--- config.mk ---
export PLATFORM = sky130hd
export DESIGN_NAME = bit_packer_exp_golomb_encoder_unit
export DESIGN_NICKNAME = d
export VERILOG_FILES = /design/src/bpeg_pkg.sv /design/src/bpeg_norm.sv /design/src/bit_packer_exp_golomb_encoder_unit.sv
export SDC_FILE = /design/constraint.sdc
export NUM_CORES = 1
export LEC_CHECK = 0
export BUFFER_PORTS_ARGS = -buffer_cell sky130_fd_sc_hd__clkbuf_2
export CAP_MARGIN = 20
export CORE_MARGIN = 8
export CORE_UTILIZATION = 65
export DETAILED_ROUTE_END_ITERATION = 6
export PLACE_DENSITY = 0.84
export SLEW_MARGIN = 20
export SYNTH_ARGS = -nofsm -noshare
export SYNTH_HDL_FRONTEND = slang
export SYNTH_SLANG_ARGS = --single-unit
--- constraint.sdc ---
create_clock -name i_clk -period 18.45 [get_ports i_clk]
set_input_delay 0.9225 -clock i_clk [delete_from_list [all_inputs] [get_ports i_clk]]
set_output_delay 0.9225 -clock i_clk [all_outputs]
set_load 0.005 [all_outputs]
--- src/bpeg_pkg.sv ---
package bpeg_pkg;

    localparam int BYTE_BITS    = 8;
    localparam int RAW_MAX_BITS = 32;
    localparam int WORD_BITS    = 33;
    localparam int PEND_BITS    = 7;
    localparam int STREAM_BITS  = 72;
    localparam int LEN_BITS     = 6;
    localparam int TOTAL_BITS   = 7;

    localparam logic [1:0] ACT_RAW  = 2'd0;
    localparam logic [1:0] ACT_UE   = 2'd1;
    localparam logic [1:0] ACT_SE   = 2'd2;
    localparam logic [1:0] ACT_NONE = 2'd3;

    typedef struct packed {
        logic [1:0]         action;
        logic signed [31:0] value;
        logic [5:0]         bit_count;
    } t_in_item;

    typedef struct packed {
        logic [7:0] out_byte;
        logic       last_byte;
    } t_out_item;

    // Request to the normalizing shifter.
    typedef struct packed {
        logic                 start;
        logic                 ue;
        logic [WORD_BITS-1:0] word;
        logic [LEN_BITS-1:0]  cnt;
    } t_norm_req;

    // Status back from the normalizing shifter.
    typedef struct packed {
        logic                 done;
        logic [WORD_BITS-1:0] word;
        logic [LEN_BITS-1:0]  len;
    } t_norm_res;

endpackage

--- src/bpeg_norm.sv ---
module bpeg_norm
    import bpeg_pkg::*;
(
    input  logic      i_clk,
    input  logic      i_rst_n,
    input  t_norm_req i_req,
    output t_norm_res o_res
);

    logic                 r_busy;
    logic                 r_ue;
    logic [WORD_BITS-1:0] r_word;
    logic [LEN_BITS-1:0]  r_len;
    logic [LEN_BITS-1:0]  r_cnt;

    logic stop;
    logic big_step;

    // Exp-Golomb words stop at their leading one; raw words stop at the requested length.
    always_comb begin
        if (r_ue) begin
            stop     = r_word[WORD_BITS-1];
            big_step = (r_word[WORD_BITS-1 -: BYTE_BITS] == '0);
        end else begin
            stop     = (r_len == r_cnt);
            big_step = ({1'b0, r_len} >= ({1'b0, r_cnt} + (LEN_BITS+1)'(BYTE_BITS)));
        end
    end

    always_ff @(posedge i_clk) begin
        if (!i_rst_n) begin
            r_busy <= 1'b0;
        end else if (i_req.start) begin
            r_busy <= 1'b1;
        end else if (r_busy && stop) begin
            r_busy <= 1'b0;
        end
    end

    always_ff @(posedge i_clk) begin
        if (i_req.start) begin
            r_ue   <= i_req.ue;
            r_word <= i_req.word;
            r_len  <= LEN_BITS'(WORD_BITS);
            r_cnt  <= i_req.cnt;
        end else if (r_busy && !stop) begin
            if (big_step) begin
                r_word <= r_word << BYTE_BITS;
                r_len  <= r_len - LEN_BITS'(BYTE_BITS);
            end else begin
                r_word <= r_word << 1;
                r_len  <= r_len - LEN_BITS'(1);
            end
        end
    end

    assign o_res.done = r_busy && stop;
    assign o_res.word = r_word;
    assign o_res.len  = r_len;

endmodule

--- src/bit_packer_exp_golomb_encoder_unit.sv ---
// MSB-first bit packer with order-0 Exp-Golomb coding.
//
// The input channel (i_in_valid, o_in_stall, i_in_data) takes one write request per
// transfer: a raw write of the low bit_count bits of value (at most 32), an unsigned Exp-Golomb
// write, or a signed Exp-Golomb write. Action code 3 is taken and dropped.
// The output channel (o_out_valid, i_out_stall, o_out_data) delivers each completed
// byte, earliest bit in bit 7, with last_byte set on the final byte of a request.
// A request that completes no byte produces no transfer; its bits wait internally.
//
// One request is worked on at a time. After acceptance a shared shifter normalizes
// the code word, eight or one bit per step; the build state then lines the word up
// behind the pending bits, and then one byte leaves per cycle while the receiver does
// not stall, until the bits that do not fill a byte are kept as pending bits and the
// block returns to idle. A dropped request leaves the block idle and ready.
// A stalled receiver holds the output register and the byte sequencer with it.
// Synchronous reset clears the pending bits, the sequencer and the output valid.
module bit_packer_exp_golomb_encoder_unit
    import bpeg_pkg::*;
(
    input  logic      i_clk,
    input  logic      i_rst_n,
    input  logic      i_in_valid,
    output logic      o_in_stall,
    input  t_in_item  i_in_data,
    output logic      o_out_valid,
    input  logic      i_out_stall,
    output t_out_item o_out_data
);

    typedef enum logic [3:0] {
        ST_IDLE  = 4'b0001,
        ST_NORM  = 4'b0010,
        ST_BUILD = 4'b0100,
        ST_EMIT  = 4'b1000
    } t_state;

    t_state r_state, n_state;

    // Leftover bits are kept left-aligned; only the top r_pc bits are valid, the rest are zero.
    logic [PEND_BITS-1:0]   r_pend, n_pend;
    logic [2:0]             r_pc, n_pc;
    logic                   r_ue, n_ue;
    logic [STREAM_BITS-1:0] r_stream, n_stream;
    logic [TOTAL_BITS-1:0]  r_total, n_total;
    logic                   r_out_valid, n_out_valid;
    t_out_item              r_out, n_out;

    t_norm_req norm_req;
    t_norm_res norm_res;

    logic                 in_xfer;
    logic                 out_free;
    logic [5:0]           raw_cnt;
    logic [31:0]          neg_mag;
    logic [WORD_BITS-1:0] start_word;
    logic [LEN_BITS-1:0]  zero_cnt;
    logic [5:0]           shamt;

    assign in_xfer  = i_in_valid && !o_in_stall;
    assign out_free = !r_out_valid || !i_out_stall;

    // The code word handed to the shifter: raw bits, value+1, or the mapped signed number plus one.
    always_comb begin
        raw_cnt = (i_in_data.bit_count > 6'(RAW_MAX_BITS)) ? 6'(RAW_MAX_BITS)
                                                           : i_in_data.bit_count;
        neg_mag = ~i_in_data.value + 32'd1;
        case (i_in_data.action)
            ACT_UE: begin
                start_word = {1'b0, i_in_data.value} + WORD_BITS'(1);
            end
            ACT_SE: begin
                if (i_in_data.value[31]) begin
                    start_word = {neg_mag, 1'b1};
                end else if (i_in_data.value == '0) begin
                    start_word = WORD_BITS'(1);
                end else begin
                    start_word = {i_in_data.value, 1'b0};
                end
            end
            default: begin
                start_word = {1'b0, i_in_data.value};
            end
        endcase
    end

    assign norm_req.start = in_xfer && (i_in_data.action != ACT_NONE);
    assign norm_req.ue    = (i_in_data.action != ACT_RAW);
    assign norm_req.word  = start_word;
    assign norm_req.cnt   = raw_cnt;

    bpeg_norm u_norm (
        .i_clk   (i_clk),
        .i_rst_n (i_rst_n),
        .i_req   (norm_req),
        .o_res   (norm_res)
    );

    // An Exp-Golomb word of n bits is preceded by n-1 zeros; a raw word by none.
    assign zero_cnt = r_ue ? (norm_res.len - LEN_BITS'(1)) : '0;
    assign shamt    = 6'(r_pc) + zero_cnt;

    always_comb begin
        n_state     = r_state;
        n_pend      = r_pend;
        n_pc        = r_pc;
        n_ue        = r_ue;
        n_stream    = r_stream;
        n_total     = r_total;
        n_out_valid = r_out_valid && i_out_stall;
        n_out       = r_out;
        case (r_state)
            ST_IDLE: begin
                if (norm_req.start) begin
                    n_ue    = norm_req.ue;
                    n_state = ST_NORM;
                end
            end
            ST_NORM: begin
                if (norm_res.done) begin
                    n_state = ST_BUILD;
                end
            end
            ST_BUILD: begin
                n_stream = ({norm_res.word, (STREAM_BITS-WORD_BITS)'(0)} >> shamt)
                         | {r_pend, (STREAM_BITS-PEND_BITS)'(0)};
                n_total  = TOTAL_BITS'(r_pc) + TOTAL_BITS'(zero_cnt)
                         + TOTAL_BITS'(norm_res.len);
                n_state  = ST_EMIT;
            end
            ST_EMIT: begin
                if (r_total < TOTAL_BITS'(BYTE_BITS)) begin
                    n_pend  = r_stream[STREAM_BITS-1 -: PEND_BITS];
                    n_pc    = r_total[2:0];
                    n_state = ST_IDLE;
                end else if (out_free) begin
                    n_out_valid     = 1'b1;
                    n_out.out_byte  = r_stream[STREAM_BITS-1 -: BYTE_BITS];
                    n_out.last_byte = (r_total < TOTAL_BITS'(2*BYTE_BITS));
                    n_stream        = r_stream << BYTE_BITS;
                    n_total         = r_total - TOTAL_BITS'(BYTE_BITS);
                end
            end
            default: begin
                n_state = ST_IDLE;
            end
        endcase
    end

    always_ff @(posedge i_clk) begin
        if (!i_rst_n) begin
            r_state     <= ST_IDLE;
            r_pend      <= '0;
            r_pc        <= '0;
            r_out_valid <= 1'b0;
        end else begin
            r_state     <= n_state;
            r_pend      <= n_pend;
            r_pc        <= n_pc;
            r_out_valid <= n_out_valid;
        end
    end

    always_ff @(posedge i_clk) begin
        r_ue     <= n_ue;
        r_stream <= n_stream;
        r_total  <= n_total;
        r_out    <= n_out;
    end

    assign o_in_stall  = (r_state != ST_IDLE);
    assign o_out_valid = r_out_valid;
    assign o_out_data  = r_out;

endmodule

==> run summary, run 1 <==
Clock sinks = 151
Drt wl/cell = 22.55 um
Die Width = 151.3 um
Endpoint type of the worst setup path = flip-flop
Switch Pwr = 0.0007665 W
Setup total negative slack = 0 ps
IO Port Bufs = 54
Power Density = 140.3 nW/um^2
Netlist Area Pre-Place = 11,890 sq um
Post-synth EDFFs = 129
Num ports = 55
Post-synthesis sequential area ratio = 36.28%
RR Startpoint = r_ue
Initial DRC Count = 1,403
Crit-path slowest cell = nor2_1
Die area = 22,880 sq um
Buffer and inverter count on the worst path = 5
Synth cell count leaders = 129 x edfxtp_1, 128 x nand2_1, 78 x clkbuf_1
Worst hold path startpoint = r_stream[64]
Seq cells post-synth = 151
Reg2reg setup slack = 14,110 ps
Layout Nets = 1,283
Crit path kind = flip-flop to flip-flop
Overall Global Routing Usage = 29.18%
Post-DRT Antenna Nets = 0
Hold-fix buffers, CTS = 0
Top-count cell post-synth = edfxtp_1
Initial Util = 66.19%
Internal power = 0.001023 W
Leak pwr = 4.454 nW
Clock-pin transition on the worst setup and hold timing paths = 70 ps
WP data arrival = 4540 ps
Final instance area = 12,750 sq um
RSZ-0062 raised after global routing = no
Worst Path Required = 18,640 ps
Vias/cell = 7.270
Largest net degree at the start of global routing = 77
# rows = 49
Syn Inst Count = 1,230
Core Region = 17,960 sq um
Pre-CTS setup slack = 14,250 ps
R2R Path End = r_stream[58]
CTS root buf = clkbuf_16
Startpoint types = flip-flop
CP most frequent cell = buf_4
Routability cong. = 0.9701
Clock share of power = 19.6%
Largest area contributor in the netlist = edfxtp_1
Vert. Die Dim = 151.3 um
CTS tree = built
Skew final = 21.23 ps
Hold Crit Depth = 0
Final setup viols = 0
Gates resized, CTS repair = 0
Setup ws final = 14,110 ps
Ys Warns = 0
Slowest stage delay, CP = 900 ps
CTS Buffer Depth = 2
Async S/R FF share, synth = 0%
Tcrit/Tclk final = 23.54%
DR vias = 10,540
Status = finished, final reports clean
Least-Margin Pin Slew = 1177 ps
Syn-to-layout area delta = 7.261%
Ant. Diodes = 0
Combinational share of power = 53.4%
Critical path depth = 14
Max-Cap Viols = 0
Seq pwr share = 27.0%
Slew HR = 21.27%
# H-tree levels = 4
Top_reg_cell synth = edfxtp_1
Critical path, cell by cell = buf_4 > clkinv_1 > buf_4 > nor2_1 > ha_1 > inv_1 > fa_4 > nor2b_1 > o22ai_2 > xnor2_2 > buf_4 > nor2_1 > nor2_2 > a32o_1
Drt pass-1 iters = 7
Avg Inst Size Synth = 9.667 sq um
Remaining DRCs = 0
Final Critical Period = 4344 ps
Sw Ratio = 42.84%
Clk_lat worst skew = 450 ps
Remaining global-route overflow = 0
Detailed Route WL = 32,690 um
Post-synth top area share = 32.58%
Worst Hold Class = flip-flop to flip-flop
Mapped Nets = 1,305
Synth top area cells = edfxtp_1 33%, mux2i_1 5.3%, mux4_2 5.3%
Reg2reg path depth = 14
Vias in the first global route = 9,969
CP max FO = 26
WHS Endpoint = o_out_data[1]
Number of buffers created by CTS = 17
Min Hold Slack = 449.4 ps
Crit-path leading delay family = simple AND/OR/NAND/NOR gates
Placed inst area = 12,140 sq um
Synth unique cells = 89
Achievable Freq = 230.2 MHz
Initial antenna violation count = 0
Layout cells sized above 1 = 17.44%
Max Slew Vio Count = 0
Max VDD drop = 0.0001149 V
First-pass GRT wire length = 52,920 um
Post-CTS setup buffer count = 0
Hold Vio Cnt, Final = 0
HPWL Detailed = 22,410 um
## cell families after synthesis
kind of cell	Yosys count	synth area share (%)
buf+inv	157	5.693
simple gates	400	17.14
fa+ha+maj	31	3.515
flops	151	36.28
compound gates	309	19.07
mux	126	13.92
xor+xnor	56	4.378
## worst reg2reg max path, stage by stage (launching register included)
cell      delay [ps]
edfxtp_1         340
buf_4            310
clkinv_1         110
buf_4            250
nor2_1           140
ha_1             180
inv_1             80
fa_4             490
nor2b_1          160
o22ai_2          120
xnor2_2          150
buf_4            220
nor2_1           910
nor2_2           320
a32o_1           320
## layer usage
| layer | wire length (um) | track usage (%) |
|---|---|---|
| met2 | 15680 | 46.51 |
| met3 | 3297 | 5.647 |
| met1 | 12600 | 38.23 |
| met5 | 0 | 0 |
| met4 | 1114 | 12.22 |
## state kept, by name, summed over array words and instances (netlist names)
register       cells
r_stream          72
u_norm.r_word     33
o_out_data         9
r_pend             7
r_total            7
u_norm.r_cnt       6
u_norm.r_len       6
r_state            4
r_pc               3
o_out_valid        1
r_ue               1
u_norm.r_busy      1
u_norm.r_ue        1
## layout by cell type (no fill, tap or decap), types with 31 or more instances in the layout
cell type / synthesis / layout
mux2_2: 35 / 35
nor4_1: 31 / 31
o21ai_0: 47 / 47
clkbuf_2: 2 / 54
nand2_1: 128 / 128
inv_1: 41 / 41
a21oi_1: 36 / 36
xnor2_1: 36 / 35
mux2i_1: 63 / 63
nor2_1: 72 / 72
a211oi_1: 42 / 42
nand3_1: 41 / 41
edfxtp_1: 129 / 129
## power groups by stage
stage | sequential (W) | clock [W] | combinational [W]
global placement | 0.000487 | 0 | 0.000898
detailed placement | 0.000488 | 0 | 0.000924
CTS | 0.000481 | 0.000353 | 0.000934
global route | 0.000485 | 0.000366 | 0.00102
floorplan | 0.000473 | 0 | 0.000739
finish | 0.000483 | 0.000351 | 0.000956
## how the worst max path moves through the flow
stage	end	from	slack [ps]
floorplan	r_stream[0]	r_state[2]	12610
global placement	r_stream[10]	r_ue	14310
detailed placement	r_stream[42]	r_ue	14250
CTS	r_stream[42]	r_ue	14220
global route	r_stream[27]	r_ue	13950
finish	r_stream[58]	r_ue	14110
## area by class of cell
| type | instances | area (sq um) |
|---|---|---|
| well taps | 229 | 286.5 |
| clock buffers | 17 | 425.4 |
| repair buffers | 73 | 412.9 |
| inverters | 43 | 161.4 |
| clock inverters | 15 | 178.9 |
| fillers | 1311 | 5210 |
| flip-flops and latches | 151 | 4314 |
| multi-input cells | 922 | 6974 |
## through the flow
stage | power (W) | instances | util (%)
finish | 0.001789 | 1450 | 71.00
detailed placement | 0.001412 | 1418 | 67.56
CTS | 0.001768 | 1450 | 70.93
global placement | 0.001386 | 1418 | 67.56
floorplan | 0.001212 | 1230 | -
global route | 0.001876 | 1450 | 71.00
No activity file was read; power rests on OpenSTA's default activity.
==> inputs of run 2 (changes only) <==
ABC_AREA = 1   (was unset)
CORE_UTILIZATION = 63   (was 65)
PLACE_DENSITY = 0.81   (was 0.84)
clock period = 4 ns   (was 18.45 ns; I/O delays follow)
==> run 2 against run 1 <==
  * Sequential share of layout area shrank 1.0 points
  * Fmax grew 23%
  * Critical path depth grew 1
  * Die area increased by 5.4%
  * Cell area grew 3.2%
  * Core utilization shrank 2.7 points
  * Setup slack got worse by 14000 ps
  * Highest routed layer unchanged
==> run summary, run 2 <==
Most frequent cells in the layout = 698 x nand2_1, 257 x nand3_1, 158 x nor2_1, 146 x inv_1, 129 x edfxtp_1
Layout cells sized above 1 = 7.468%
CTS root buf = clkbuf_16
IO Port Bufs = 54
Startpoint types = flip-flop
Post-CTS setup buffer count = 0
Mapped Nets = 1,953
Tcrit/Tclk final = 88.64%
Syn Inst Count = 1,878
Tot Pwr = 0.007066 W
Routability cong. = 1.028
Slew HR = 34.70%
Drt pass-1 iters = 6
Hold Vio Cnt, Final = 0
Power Density = 537.0 nW/um^2
Vias/cell = 5.863
CTS tree = built
Achievable Freq = 282.0 MHz
Final setup viols = 0
Max VDD drop = 0.0003571 V
Worst Hold Class = input port to flip-flop
Crit-path leading delay family = simple AND/OR/NAND/NOR gates
Post-DRT Antenna Nets = 0
Synth cell count leaders = 699 x nand2_1, 257 x nand3_1, 159 x nor2_1
CP max FO = 31
Initial Util = 63.41%
Setup total negative slack = 0 ps
RSZ-0062 raised after global routing = no
# H-tree levels = 4
Vert. Die Dim = 155.3 um
Layout Nets = 1,950
HPWL Detailed = 27,620 um
Slowest stage delay, CP = 440 ps
CP most frequent cell = nand2_1
Buffer and inverter count on the worst path = 4
Least-Margin Pin Slew = 979.4 ps
WP data arrival = 3830 ps
Async S/R FF share, synth = 0%
Clock sinks = 151
Core Region = 19,270 sq um
Drt wl/cell = 17.50 um
# rows = 51
Num ports = 55
Synth top area cells = edfxtp_1 32%, nand2_1 21%, nand3_1 11%
Post-synth top area share = 31.70%
CTS Buffer Depth = 2
Die area = 24,110 sq um
Seq cells post-synth = 151
Max Slew Vio Count = 0
Syn-to-layout area delta = 7.689%
Initial DRC Count = 1,391
Initial antenna violation count = 0
Vias in the first global route = 11,750
Critical path, cell by cell = inv_2 > ha_1 > nor2_1 > inv_1 > fa_1 > inv_1 > nand2_1 > nand2_1 > nand4_1 > nand2_1 > nand2_2 > buf_12 > nor2_1 > a21oi_1 > o21ai_1
Avg Inst Size Synth = 6.507 sq um
Remaining DRCs = 0
Status = finished, final reports clean
Worst Path Required = 4280 ps
DR vias = 12,620
Ant. Diodes = 0
Crit-path slowest cell = fa_1
Netlist Area Pre-Place = 12,220 sq um
Endpoint type of the worst setup path = flip-flop
Final Critical Period = 3546 ps
Remaining global-route overflow = 0
Clk_lat worst skew = 440 ps
Leak pwr = 5.975 nW
Top-count cell post-synth = nand2_1
Largest net degree at the start of global routing = 83
Die Width = 155.3 um
Clock-pin transition on the worst setup and hold timing paths = 60 ps
Most common cell after layout, fill and taps aside = nand2_1
Hold-fix buffers, CTS = 1
Register with the most flip-flops = r_stream
Post-synth EDFFs = 129
Max-Cap Viols = 0
Skew final = 10.97 ps
Largest register FFs = 72
Post-synthesis sequential area ratio = 35.30%
Detailed Route WL = 37,670 um
Gates resized, CTS repair = 0
Number of buffers created by CTS = 17
First-pass GRT wire length = 61,210 um
Synth unique cells = 39
Ys Warns = 0
Crit path kind = flip-flop to flip-flop
Largest area contributor in the netlist = edfxtp_1
Overall Global Routing Usage = 31.80%
Top_reg_cell synth = edfxtp_1
-- run 2: cell type report --
type                            count  area (sq um)
Multi-Input combinational cell   1476          6874
Fill cell                        1765          6111
Sequential cell                   151          4314
Inverter                          153         574.3
Clock buffer                       20         489.2
Timing Repair Buffer               76         450.4
Tap cell                          265         331.6
Clock inverter                     12         126.4
-- run 2: logic make-up (layout without fill, tap and decap cells) --
kind of cell             after synthesis  count (layout)  synth area share [%]
adder cells (fa/ha/maj)               31              31                 3.420
AND/OR/NAND/NOR                     1189            1189                 40.87
XOR/XNOR                              19              19                 1.362
flip-flops                           151             151                 35.30
AO/OA/AOI/OAI                        237             237                 10.47
buffers and inverters                251             261                 8.570
-- run 2: report_power, final --
part	internal, W	switching [W]
logic	0.00100	0.00229
clock network	0.000965	0.000690
registers	0.00199	0.000121
-- run 2: path summary, 6_finish.rpt --
| kind | endpoint | slack (ps) | startpoint | depth (start not counted) |
|---|---|---|---|---|
| setup / recovery | r_stream[65] | 450 | u_norm.r_len[0] | 15 |
| hold / removal | o_out_valid | 20 | i_out_stall | 3 |
| setup reg to reg | r_stream[65] | 450 | u_norm.r_len[0] | 15 |
| hold reg to reg | o_out_data[1] | 440 | r_stream[64] | 0 |
-- run 2: worst reg2reg max path, cell delays in order, from the launching register on --
cell	delay, ps
dfxtp_1	420
inv_2	120
ha_1	320
nor2_1	250
inv_1	100
fa_1	440
inv_1	90
nand2_1	70
nand2_1	100
nand4_1	130
nand2_1	100
nand2_2	380
buf_12	330
nor2_1	260
a21oi_1	140
o21ai_1	130
-- run 2: metal layers --
layer / vias to the layer above / GRT usage (%) / wire, um
met5: - / 0 / 0
met4: 0 / 17.51 / 2020
met3: 119 / 4.993 / 2594
met2: 617 / 53.64 / 18070
met1: 5692 / 38.45 / 14990
li1: 6196 / - / -
-- run 2: metrics by stage --
step	util, %	setup WS (ps)	instance area [sq um]	cells	hold slack, ps
final	68.29	454.5	13160	2153	17.48
after global routing	68.29	216.3	13160	2153	33.55
after CTS	68.29	495.8	13160	2153	10.50
after detailed placement	65.04	543.6	12530	2120	404.3
after global placement	65.04	602.0	12530	2120	393.5
after floorplan	-	318.7	12230	1878	338.4
